$ cat src/hw/rtl/hmfd_pkg.sv
// ----------------------------------------------------------------------------
// hmfd_pkg
// Shared types, constants and helpers of the height map flow direction block.
// ----------------------------------------------------------------------------
package hmfd_pkg;

	// Default map size and fixed field widths
	localparam int DEF_MAX_COLS = 128;
	localparam int DEF_MAX_ROWS = 128;
	localparam int HEIGHT_BITS  = 16;
	localparam int COORD_W      = 7;
	localparam int POS_W        = 8;
	localparam int SIZE_W       = 8;
	localparam int PADDR_W      = 4;
	localparam int PDATA_W      = 32;
	localparam int STEP_W       = 4;

	// Input opcodes
	localparam logic OP_WRITE = 1'b0;
	localparam logic OP_EVAL  = 1'b1;

	// Register indexes (word address bits of paddr)
	typedef logic [1:0] reg_idx_t;
	localparam reg_idx_t REG_COLS_IN_USE    = 2'd0;
	localparam reg_idx_t REG_ROWS_IN_USE    = 2'd1;
	localparam reg_idx_t REG_HEIGHT_CEILING = 2'd2;

	// Register reset values
	localparam logic [SIZE_W-1:0]             COLS_RESET    = 8'd128;
	localparam logic [SIZE_W-1:0]             ROWS_RESET    = 8'd128;
	localparam logic signed [HEIGHT_BITS-1:0] CEILING_RESET = 16'sh7FFF;

	// Window scan order: centre first, then the neighbours row by row
	typedef logic [STEP_W-1:0] step_t;
	localparam step_t STEP_CENTER = 4'd0;
	localparam step_t STEP_NW     = 4'd1;
	localparam step_t STEP_SE     = 4'd8;

	typedef struct packed {
		logic                       opcode;
		logic [COORD_W-1:0]         cell_col;
		logic [COORD_W-1:0]         cell_row;
		logic signed [HEIGHT_BITS-1:0] cell_height;
	} req_item_t;

	typedef struct packed {
		logic [COORD_W-1:0]         flow_col;
		logic [COORD_W-1:0]         flow_row;
		logic signed [HEIGHT_BITS-1:0] lowest_height;
	} rsp_item_t;

	// One window read on its way to the accumulator
	typedef struct packed {
		logic             valid;
		step_t            step;
		logic [POS_W-1:0] col;
		logic [POS_W-1:0] row;
	} probe_t;

	typedef enum logic [1:0] {
		ST_IDLE,
		ST_SCAN,
		ST_LAST,
		ST_DONE
	} state_t;

	// Column offset of a scan step
	function automatic logic signed [1:0] step_dc(input step_t step);
		logic signed [1:0] dc;
		unique case (step)
			4'd1, 4'd4, 4'd6: dc = -2'sd1;
			4'd3, 4'd5, 4'd8: dc = 2'sd1;
			default:          dc = 2'sd0;
		endcase
		return dc;
	endfunction

	// Row offset of a scan step
	function automatic logic signed [1:0] step_dr(input step_t step);
		logic signed [1:0] dr;
		unique case (step)
			4'd1, 4'd2, 4'd3: dr = -2'sd1;
			4'd6, 4'd7, 4'd8: dr = 2'sd1;
			default:          dr = 2'sd0;
		endcase
		return dr;
	endfunction

endpackage

$ cat src/hw/rtl/hmfd_acc.sv
// ----------------------------------------------------------------------------
// hmfd_acc
// Folds the window heights read from the store into the flow target and the
// window minimum, one height per cycle.
// ----------------------------------------------------------------------------
module hmfd_acc
	import hmfd_pkg::*;
(
	input  logic                          clk,
	input  probe_t                        probe,
	input  logic signed [HEIGHT_BITS-1:0] rd_data,
	input  logic signed [HEIGHT_BITS-1:0] ceiling,
	output rsp_item_t                     result
);

	logic signed [HEIGHT_BITS-1:0] own_q;
	logic signed [HEIGHT_BITS-1:0] best_q;
	logic signed [HEIGHT_BITS-1:0] low_q;
	logic [POS_W-1:0]              best_col_q;
	logic [POS_W-1:0]              best_row_q;
	logic [POS_W-1:0]              lvl_col_q;
	logic [POS_W-1:0]              lvl_row_q;

	// Update the running best, level target and minimum
	always_ff @(posedge clk) begin
		if (probe.valid) begin
			if (probe.step == STEP_CENTER) begin
				own_q      <= rd_data;
				best_q     <= rd_data;
				best_col_q <= probe.col;
				best_row_q <= probe.row;
				lvl_col_q  <= probe.col;
				lvl_row_q  <= probe.row;
				low_q      <= (rd_data < ceiling) ? rd_data : ceiling;
			end else begin
				if (rd_data < best_q) begin
					best_q     <= rd_data;
					best_col_q <= probe.col;
					best_row_q <= probe.row;
				end else if (probe.step == STEP_SE && best_q == own_q && rd_data == own_q) begin
					lvl_col_q <= probe.col;
					lvl_row_q <= probe.row;
				end
				// The north-west corner stays out of the minimum
				if (probe.step != STEP_NW && rd_data < low_q) begin
					low_q <= rd_data;
				end
			end
		end
	end

	// Pick the lower neighbour, else the level target
	always_comb begin
		if (best_q < own_q) begin
			result.flow_col = best_col_q[COORD_W-1:0];
			result.flow_row = best_row_q[COORD_W-1:0];
		end else begin
			result.flow_col = lvl_col_q[COORD_W-1:0];
			result.flow_row = lvl_row_q[COORD_W-1:0];
		end
		result.lowest_height = low_q;
	end

endmodule

$ cat config.mk
export PLATFORM = sky130hd
export DESIGN_NAME = hmfd_acc
export DESIGN_NICKNAME = d
export VERILOG_FILES = /design/src/hw/rtl/hmfd_pkg.sv /design/src/hw/rtl/hmfd_acc.sv
export SDC_FILE = /design/constraint.sdc
export NUM_CORES = 1
export LEC_CHECK = 0
export BUFFER_PORTS_ARGS = -buffer_cell sky130_fd_sc_hd__buf_2
export CAP_MARGIN = 25
export CORE_AREA = 10 10 149 151
export CTS_CLUSTER_DIAMETER = 80
export DETAILED_ROUTE_END_ITERATION = 12
export DIE_AREA = 0 0 159 161
export MAX_ROUTING_LAYER = met4
export PLACE_DENSITY = 0.41
export SETUP_SLACK_MARGIN = 0.5
export SYNTH_ARGS = -nofsm -noshare
export SYNTH_HDL_FRONTEND = slang
export SYNTH_SLANG_ARGS = --single-unit
$ cat constraint.sdc
create_clock -name clk -period 4.3 [get_ports clk]
set_clock_uncertainty 0.2 [all_clocks]
set_input_delay 0.43 -clock clk [delete_from_list [all_inputs] [get_ports clk]]
set_output_delay 0.43 -clock clk [all_outputs]
set_load 0.02 [all_outputs]
* Yosys cells after proc, flatten, opt, wreduce, memory -nomap -nowiden
Cells that the tools add are included.
Word-level totals: input port bits 54, output and inout port bits 30, flip-flop bits (word level) 76
Cells by class: mux-type cells 16, reduce and logical (&&, ||, !) cells 11, magnitude comparators 4, eq/ne operators 5
Operators with widths (count):
- 16-bit 2-to-1 mux | 5
- 7-bit 2-to-1 mux | 10
- 16-bit less-than comparator | 4
- 16-bit equality test | 2
- 14-bit 2-to-1 mux | 1
- 2-bit AND reduction | 3
- 2-bit nonzero test | 3
- 4-bit equality test (second input constant) | 1
- 4-bit logical NOT | 1
- 4-bit by 1-bit != test with 1-bit output (second input constant) | 1
- 1-bit logical AND | 3
- 3-bit AND reduction | 1
- 2-bit != test (second input constant) | 1

* Depth between registers and ports, before layout
Gate-level depths: netlist of the first run.
depth after elaboration 6, gate-level depth with buffers 9, mapped depth without buffers 8

* Worst setup path after synthesis of the first run
Ideal clock, no wire load.
path kind flip-flop to flip-flop, from register low_q[2], to register low_q[0] (enable), buffers on the path 0, stages on the path, launching flop included 9, arrival time 2.702 ns, setup slack 1.003 ns, required time 3.706 ns, library setup time 0.394 ns, path through edfxtp_1 -> inv_1 -> ha_1 -> a211o_1 -> a31oi_1 -> o41ai_1 -> a311oi_1 -> mux2_2 -> a21oi_1
On the way: longest elaborated chain between the ends 4
Ends and longest elaborated chain:
- from (decl) | RTL line hmfd_acc.sv:18 | logic signed [HEIGHT_BITS-1:0] low_q;
- from (signal assigned) | RTL line hmfd_acc.sv:34 | low_q <= (rd_data < ceiling) ? rd_data : ceiling;
- from (signal assigned) | RTL line hmfd_acc.sv:46 | low_q <= rd_data;
- 16-bit less-than comparator | RTL line hmfd_acc.sv:45 | if (probe.step != STEP_NW && rd_data < low_q) begin
- 1-bit logical AND | RTL line hmfd_acc.sv:45
- 2-bit nonzero test (no line)
- 2-bit AND reduction (no line)
No other way between the ends. A chain may end at the register's enable or synchronous reset.

==> results.yml, run 1 <==
outcome:
  status: "finished clean"
clocking:
  cts-root-buf: "clkbuf_16"
  path_clk_slew_ps: 60
  clk_latency_ps: 340
  post_cts_resized: 0
  cts.sinks: 76
  cts_buffer_depth: 2
  htreeDepth: 3
  cts_hold_buf: 0
  cts_inserted_buffers: 9
  cts_tree: "yes"
  postCtsSetupBuffers: 0
yosys:
  syn_area_um2: 4521
  yosysUniqueCellTypes: 45
  avgSynthCellArea_um2: 12.63
  synth_xor_area_share_pct: 3.100
  muxShareOfSynthArea_pct: 8.885
  synth_top_area_share_pct: 50.48
  ys_top_cells_by_area: "edfxtp_1 50%, ha_1 17%, inv_1 5.2%, mux2_2 4.7%, mux2_4 3.7%"
  synth_top_area_cell: "edfxtp_1"
  ys_warn_count: 0
  synth_fa_ha_area_share_pct: 16.88
  yosys_most_used_dff: "edfxtp_1"
  synth_fp_nets: 473
  synth_common_cells: "76 x edfxtp_1, 63 x inv_1, 61 x ha_1"
  synth-compound-area-share_pct: 7.694
  synth_edf_count: 76
  synth_seq_cells: 76
  ys_seq_area_share_pct: 50.48
  netlist_instances: 358
  synth_top_family_by_area: "adder cells"
  async_reset_ff_share_pct: 0
  synthSimpleGateAreaFrac_pct: 7.113
  post-synth-top-count-cell: "edfxtp_1"
critical_path:
  cp_data_required_time_ps: 3670
  crit_type: "flip-flop to output pin"
  crit_fanout: 14
  crit_path_end_kind: "output pin"
  cp.arrival_ps: 2870
  startpoint_type: "flip-flop"
  r2r_setup_slack_ps: 1280
  reg2reg_depth: 9
final_layout:
  area.sequential_um2: 2282
  diodes: 0
  layout-drive-gt1-share_pct: 29.76
  multi_input_area_um2: 1978
  finalInstanceArea_um2: 5577
  nFillCells: 1984
  synthToLayoutAreaGrowth_pct: 23.36
  nets: 568
  fin_util_pct: 29.03
timing:
  finalHoldViolCount: 0
  period_needed_ps: 3495
  slew_viol_final: 0
  rsz0062_at_grt: "false"
  fin_tns_setup_ps: 0
  setup_ws_ps: 805.0
  fmax_mhz: 286.1
  finalCritPeriodShare_pct: 81.28
  finalSetupViolCount: 0
  slew_headroom_pct: 62.88
  worst_pin_slew_ps: 549.6
drt:
  drtIter0Drc: 116
  num_vias: 2956
  route.detailed.vias_per_inst: 4.094
  wl_per_cell_um: 15.09
  routed_wl_um: 10890
  drcViolationCount: 0
  antenna_left: 0
  drtPass1Iterations: 4
worst_hold_path:
  hold-path-cell-count: 1
  hp-class: "input port to flip-flop"
floorplan:
  io_pins: 84
  core_area_um2: 19210
  initial_core_util_pct: 23.54
  rows: 51
  dieArea_um2: 25600
  die_h_um: 161
  die_x_um: 159
global_route:
  grt_busiest_layer: "met2"
  grt_pass1_vias: 3272
  antenna_found_initial: 0
  use_met3_pct: 2.898
  grt_max_degree: 31
  use_met1_pct: 11.05
  grt_use_total_pct: 8.998
  grt_pass1_wl_um: 17660
  use_met2_pct: 13.80
  overflow: 0
place:
  gp_congestion: 0.7756
  place_ws_ps: 1063
  placed_area_um2: 5271
  io_buffers: 81
  place_hpwl_um: 8719
pwr:
  p_leak_nw: 2.452
  power_density_nw_per_um2: 358.4
  ir_drop_mv: 0.1846
flow_run:
  maxCapViolations: 0
==> metrics by stage <==
step / cells / total power [mW] / hold WS, ps
6_report: 722 / 1.999 / 82.59
5_1_grt: 722 / 2.107 / 68.44
3_3_place_gp: 707 / 1.226 / 421.1
2_1_floorplan: 358 / 1.103 / 328.9
3_5_place_dp: 707 / 1.227 / 424.5
4_1_cts: 722 / 2.038 / 64.45
==> cell usage in the layout (no fill, tap or decap), types with 2 or more instances in the layout <==
| cell type | n |
|---|---|
| xor2_1 | 6 |
| a21o_1 | 7 |
| o21a_1 | 3 |
| clkbuf_16 | 9 |
| buf_2 | 81 |
| inv_1 | 63 |
| and4_1 | 2 |
| xnor2_1 | 10 |
| and4_4 | 2 |
| clkinv_1 | 2 |
| nand2b_1 | 3 |
| nor4_1 | 2 |
| o21ai_0 | 5 |
| nor3_1 | 2 |
| mux2_4 | 11 |
| a21oi_1 | 17 |
| nand3_1 | 7 |
| a211oi_1 | 4 |
| bufinv_16 | 2 |
| buf_4 | 5 |
| nor2_1 | 8 |
| o21bai_1 | 2 |
| ha_1 | 61 |
| mux2_1 | 2 |
| nand4_1 | 7 |
| nand2_1 | 12 |
| edfxtp_1 | 76 |
| nor2b_1 | 3 |
| mux2_2 | 19 |
| o211ai_1 | 3 |
==> path summary, 6_finish.rpt <==
check                                from            to
worst min-delay path            probe[14]  lvl_col_q[6]
worst max register to register   low_q[2]      low_q[2]
worst min register to register  low_q[15]     low_q[13]
worst max-delay path            own_q[15]    result[19]
==> registers in the layout, indices dropped and copies added, names as in the netlist <==
signal / flops
best_q: 16
low_q: 16
own_q: 16
best_col_q: 7
best_row_q: 7
lvl_col_q: 7
lvl_row_q: 7
==> cell families (layout without fill, tap and decap cells) <==
kind of cell             after synthesis  count (layout)
AND/OR/NAND/NOR                       56              56
AO/OA/AOI/OAI                         52              52
flip-flops                            76              76
adder cells (fa/ha/maj)               61              61
multiplexers                          32              32
XOR/XNOR                              16              16
buffers and inverters                 65             164
==> critical path, stage by stage (launching register included) <==
cell and delay, ps:
edfxtp_1 370, inv_1 50, ha_1 330, and4_4 210, nand2_2 90, a211oi_1 70, or4b_1 510, mux2_4 410
mux2_4 330, buf_2 160
==> layout make-up <==
type                    instances  area share [%]
inverters                      63           4.241
repair buffers                 86           7.943
well taps                     265           5.946
clock inverters                 6           1.436
flip-flops and latches         76           40.92
multi-input cells             217           35.47
clock buffers                   9           4.039
==> metal layers <==
layer	up-vias	part of all wire [%]
met2	83	44
li1	1501	-
met5	-	0
met1	1362	50
met4	0	1.6
met3	10	4.7
==> report_power, final <==
group          internal [mW]  switching [mW]  leakage, nW  total, mW
Sequential             0.864          0.0154        0.700      0.880
Clock                  0.500           0.296        0.146      0.795
Combinational          0.137           0.187         1.61      0.323
Total                   1.50           0.498         2.45       2.00
Note: power is estimated with default switching activity, not from simulation.
==> run 2: changes to the inputs <==
==> constraint.sdc (replaced) <==
create_clock -name clk -period 3.7 [get_ports clk]
set_clock_uncertainty 0.2 [all_clocks]
set_input_delay 0.37 -clock clk [delete_from_list [all_inputs] [get_ports clk]]
set_output_delay 0.37 -clock clk [all_outputs]
set_load 0.02 [all_outputs]
==> run 2 against run 1 <==
Effect of this change: clock power up 12%; routed wire length grew 6.1%; power grew 17%; register-to-register slack got worse by 610 ps; sequential share of layout area down 1.8 points; die area is the same; sequential power increased by 16%; via count up 4.4%; count of clock-buffer cells in the layout stayed put; combinational power grew 29%; setup slack lost 440 ps; sequential cell count stayed put.
==> results.yml, run 2 (same netlist as run 1, synthesis figures left out) <==
pwr:
  power_density_nw_per_um2: 399.4
  ir_drop_mv: 0.2081
  seq_power_share_pct: 44.0
  p_total_mw: 2.329
  power.share.combinational_pct: 18.0
  p_leak_nw: 2.549
  p_int_mw: 1.712
  power_switching_uw: 617.4
  p_clk_share_pct: 38.1
  swShare_pct: 26.51
global_route:
  antenna_found_initial: 0
  overflow: 0
  grt_pass1_wl_um: 18670
  grt_pass1_vias: 3484
  grt_use_total_pct: 9.544
  grt_max_degree: 31
worst_hold_path:
  hold-path-cell-count: 1
  hold_start: "probe[1]"
  hp-class: "input port to flip-flop"
  min_to: "lvl_row_q[1]"
drt:
  antenna_left: 0
  wl_per_cell_um: 15.70
  drtIter0Drc: 142
  num_vias: 3086
  route.detailed.vias_per_inst: 4.193
  drcViolationCount: 0
  drtPass1Iterations: 4
  routed_wl_um: 11560
floorplan:
  io_pins: 84
  die_x_um: 159
  dieArea_um2: 25600
  core_area_um2: 19210
  initial_core_util_pct: 23.54
  rows: 51
  die_h_um: 161
final_layout:
  reg_top3: "best_q (16), low_q (16), own_q (16)"
  synthToLayoutAreaGrowth_pct: 29.03
  final_common_cell: "edfxtp_1"
  diodes: 0
  finalInstanceArea_um2: 5833
  nets: 581
  finalNonFillerCells: 736
  mostFrequentLayoutCells: "76 x edfxtp_1, 67 x buf_2, 59 x inv_1, 56 x ha_1, 19 x buf_4"
  layout-drive-gt1-share_pct: 34.61
  nFillCells: 2008
timing:
  finalCritPeriodShare_pct: 90.24
  fmax_mhz: 299.5
  finalHoldViolCount: 0
  rsz0062_at_grt: "true"
  fin_tns_setup_ps: 0
  period_needed_ps: 3339
  finalSetupViolCount: 0
  worst_pin_slew_ps: 588.2
  slew_headroom_pct: 60.28
  slew_viol_final: 0
  setup_ws_ps: 361.2
critical_path:
  crit_start: "own_q[1]"
  crit_type: "flip-flop to output pin"
  crit_fanout: 7
  r2r_end: "best_row_q[2]"
  cp.arrival_ps: 2770
  worstReg2RegStart: "best_q[15]"
  cp_data_required_time_ps: 3130
  r2r_setup_slack_ps: 670
  crit_path_end_kind: "output pin"
  startpoint_type: "flip-flop"
  reg2reg_depth: 10
clocking:
  cts_buffer_depth: 2
  cts-root-buf: "clkbuf_16"
  path_clk_slew_ps: 60
  htreeDepth: 3
  cts_inserted_buffers: 9
  cts_tree: "yes"
  clk_latency_ps: 340
  cts.sinks: 76
place:
  placed_area_um2: 5271
  gp_congestion: 0.7513
  place_ws_ps: 511.6
  dp_cells: 707
  io_buffers: 81
  place_hpwl_um: 8827
outcome:
  status: "finished clean"
flow_run:
  maxCapViolations: 0
==> run 2: cell types whose count changed in the layout (fill, tap and decap cells not counted), moves of 4 or more <==
cell   delta
ha_4      +5
inv_2     +4
buf_6    +11
buf_4    +14
inv_1     -4
ha_1      -5
buf_2    -14
==> run 2: power by group through the flow <==
stage | Clock (mW) | Sequential [mW] | Combinational [mW]
2_1_floorplan | 0 | 1.06 | 0.227
4_1_cts | 0.922 | 1.02 | 0.424
3_3_place_gp | 0 | 1.04 | 0.386
5_1_grt | 0.960 | 1.03 | 0.473
6_report | 0.887 | 1.02 | 0.418
3_5_place_dp | 0 | 1.04 | 0.389
==> run 2: repair_timing <==
action | CTS | global route
hold buffers | 0 | 1
setup endpoints to repair | 14 | 58
hold endpoints to repair | 0 | 2
pin swaps | 7 | 4
gates resized for setup | 35 | 8
buffers inserted | 11 | 0
gates cloned | 1 | 0
==> run 2: worst max-delay path by stage <==
stage,end,slack [ps]
after floorplan,low_q[0],740
after global placement,lvl_row_q[4],530
after detailed placement,lvl_row_q[4],510
after CTS,result[24],320
after global routing,result[24],270
final,result[24],360
==> run 2: stage by stage <==
stage / util, % / hold slack [ps]
global placement: 27.44 / 360.0
global route: 30.37 / 3.362
CTS: 30.17 / 2.921
detailed placement: 27.44 / 364.9
floorplan: - / 268.9
finish: 30.37 / 18.76
==> run 2: layer usage <==
metal | up-vias | share of wire, % | track usage, %
li1 | 1528 | - | -
met1 | 1460 | 48 | 11.72
met2 | 90 | 47 | 15.02
met3 | 8 | 4.0 | 2.796
met4 | 0 | 0.77 | 2.696
met5 | - | 0 | -
==> run 2: cell type report <==
cell class | instances | area, um^2 | area share [%]
Inverter | 63 | 236.5 | 4.054
Multi-Input combinational cell | 218 | 2078 | 35.63
Clock buffer | 9 | 225.2 | 3.861
Sequential cell | 76 | 2282 | 39.12
Timing Repair Buffer | 98 | 611.8 | 10.49
Tap cell | 265 | 331.6 | 5.684
Clock inverter | 7 | 67.56 | 1.158
==> run 2: worst max-delay path, cell delays in order, from the launching register on <==
cell	delay [ps]
edfxtp_1	410
inv_2	90
ha_4	200
nor2b_4	120
o211ai_2	140
a211oi_2	90
or4b_4	540
mux2_4	370
mux2_4	330
buf_6	130
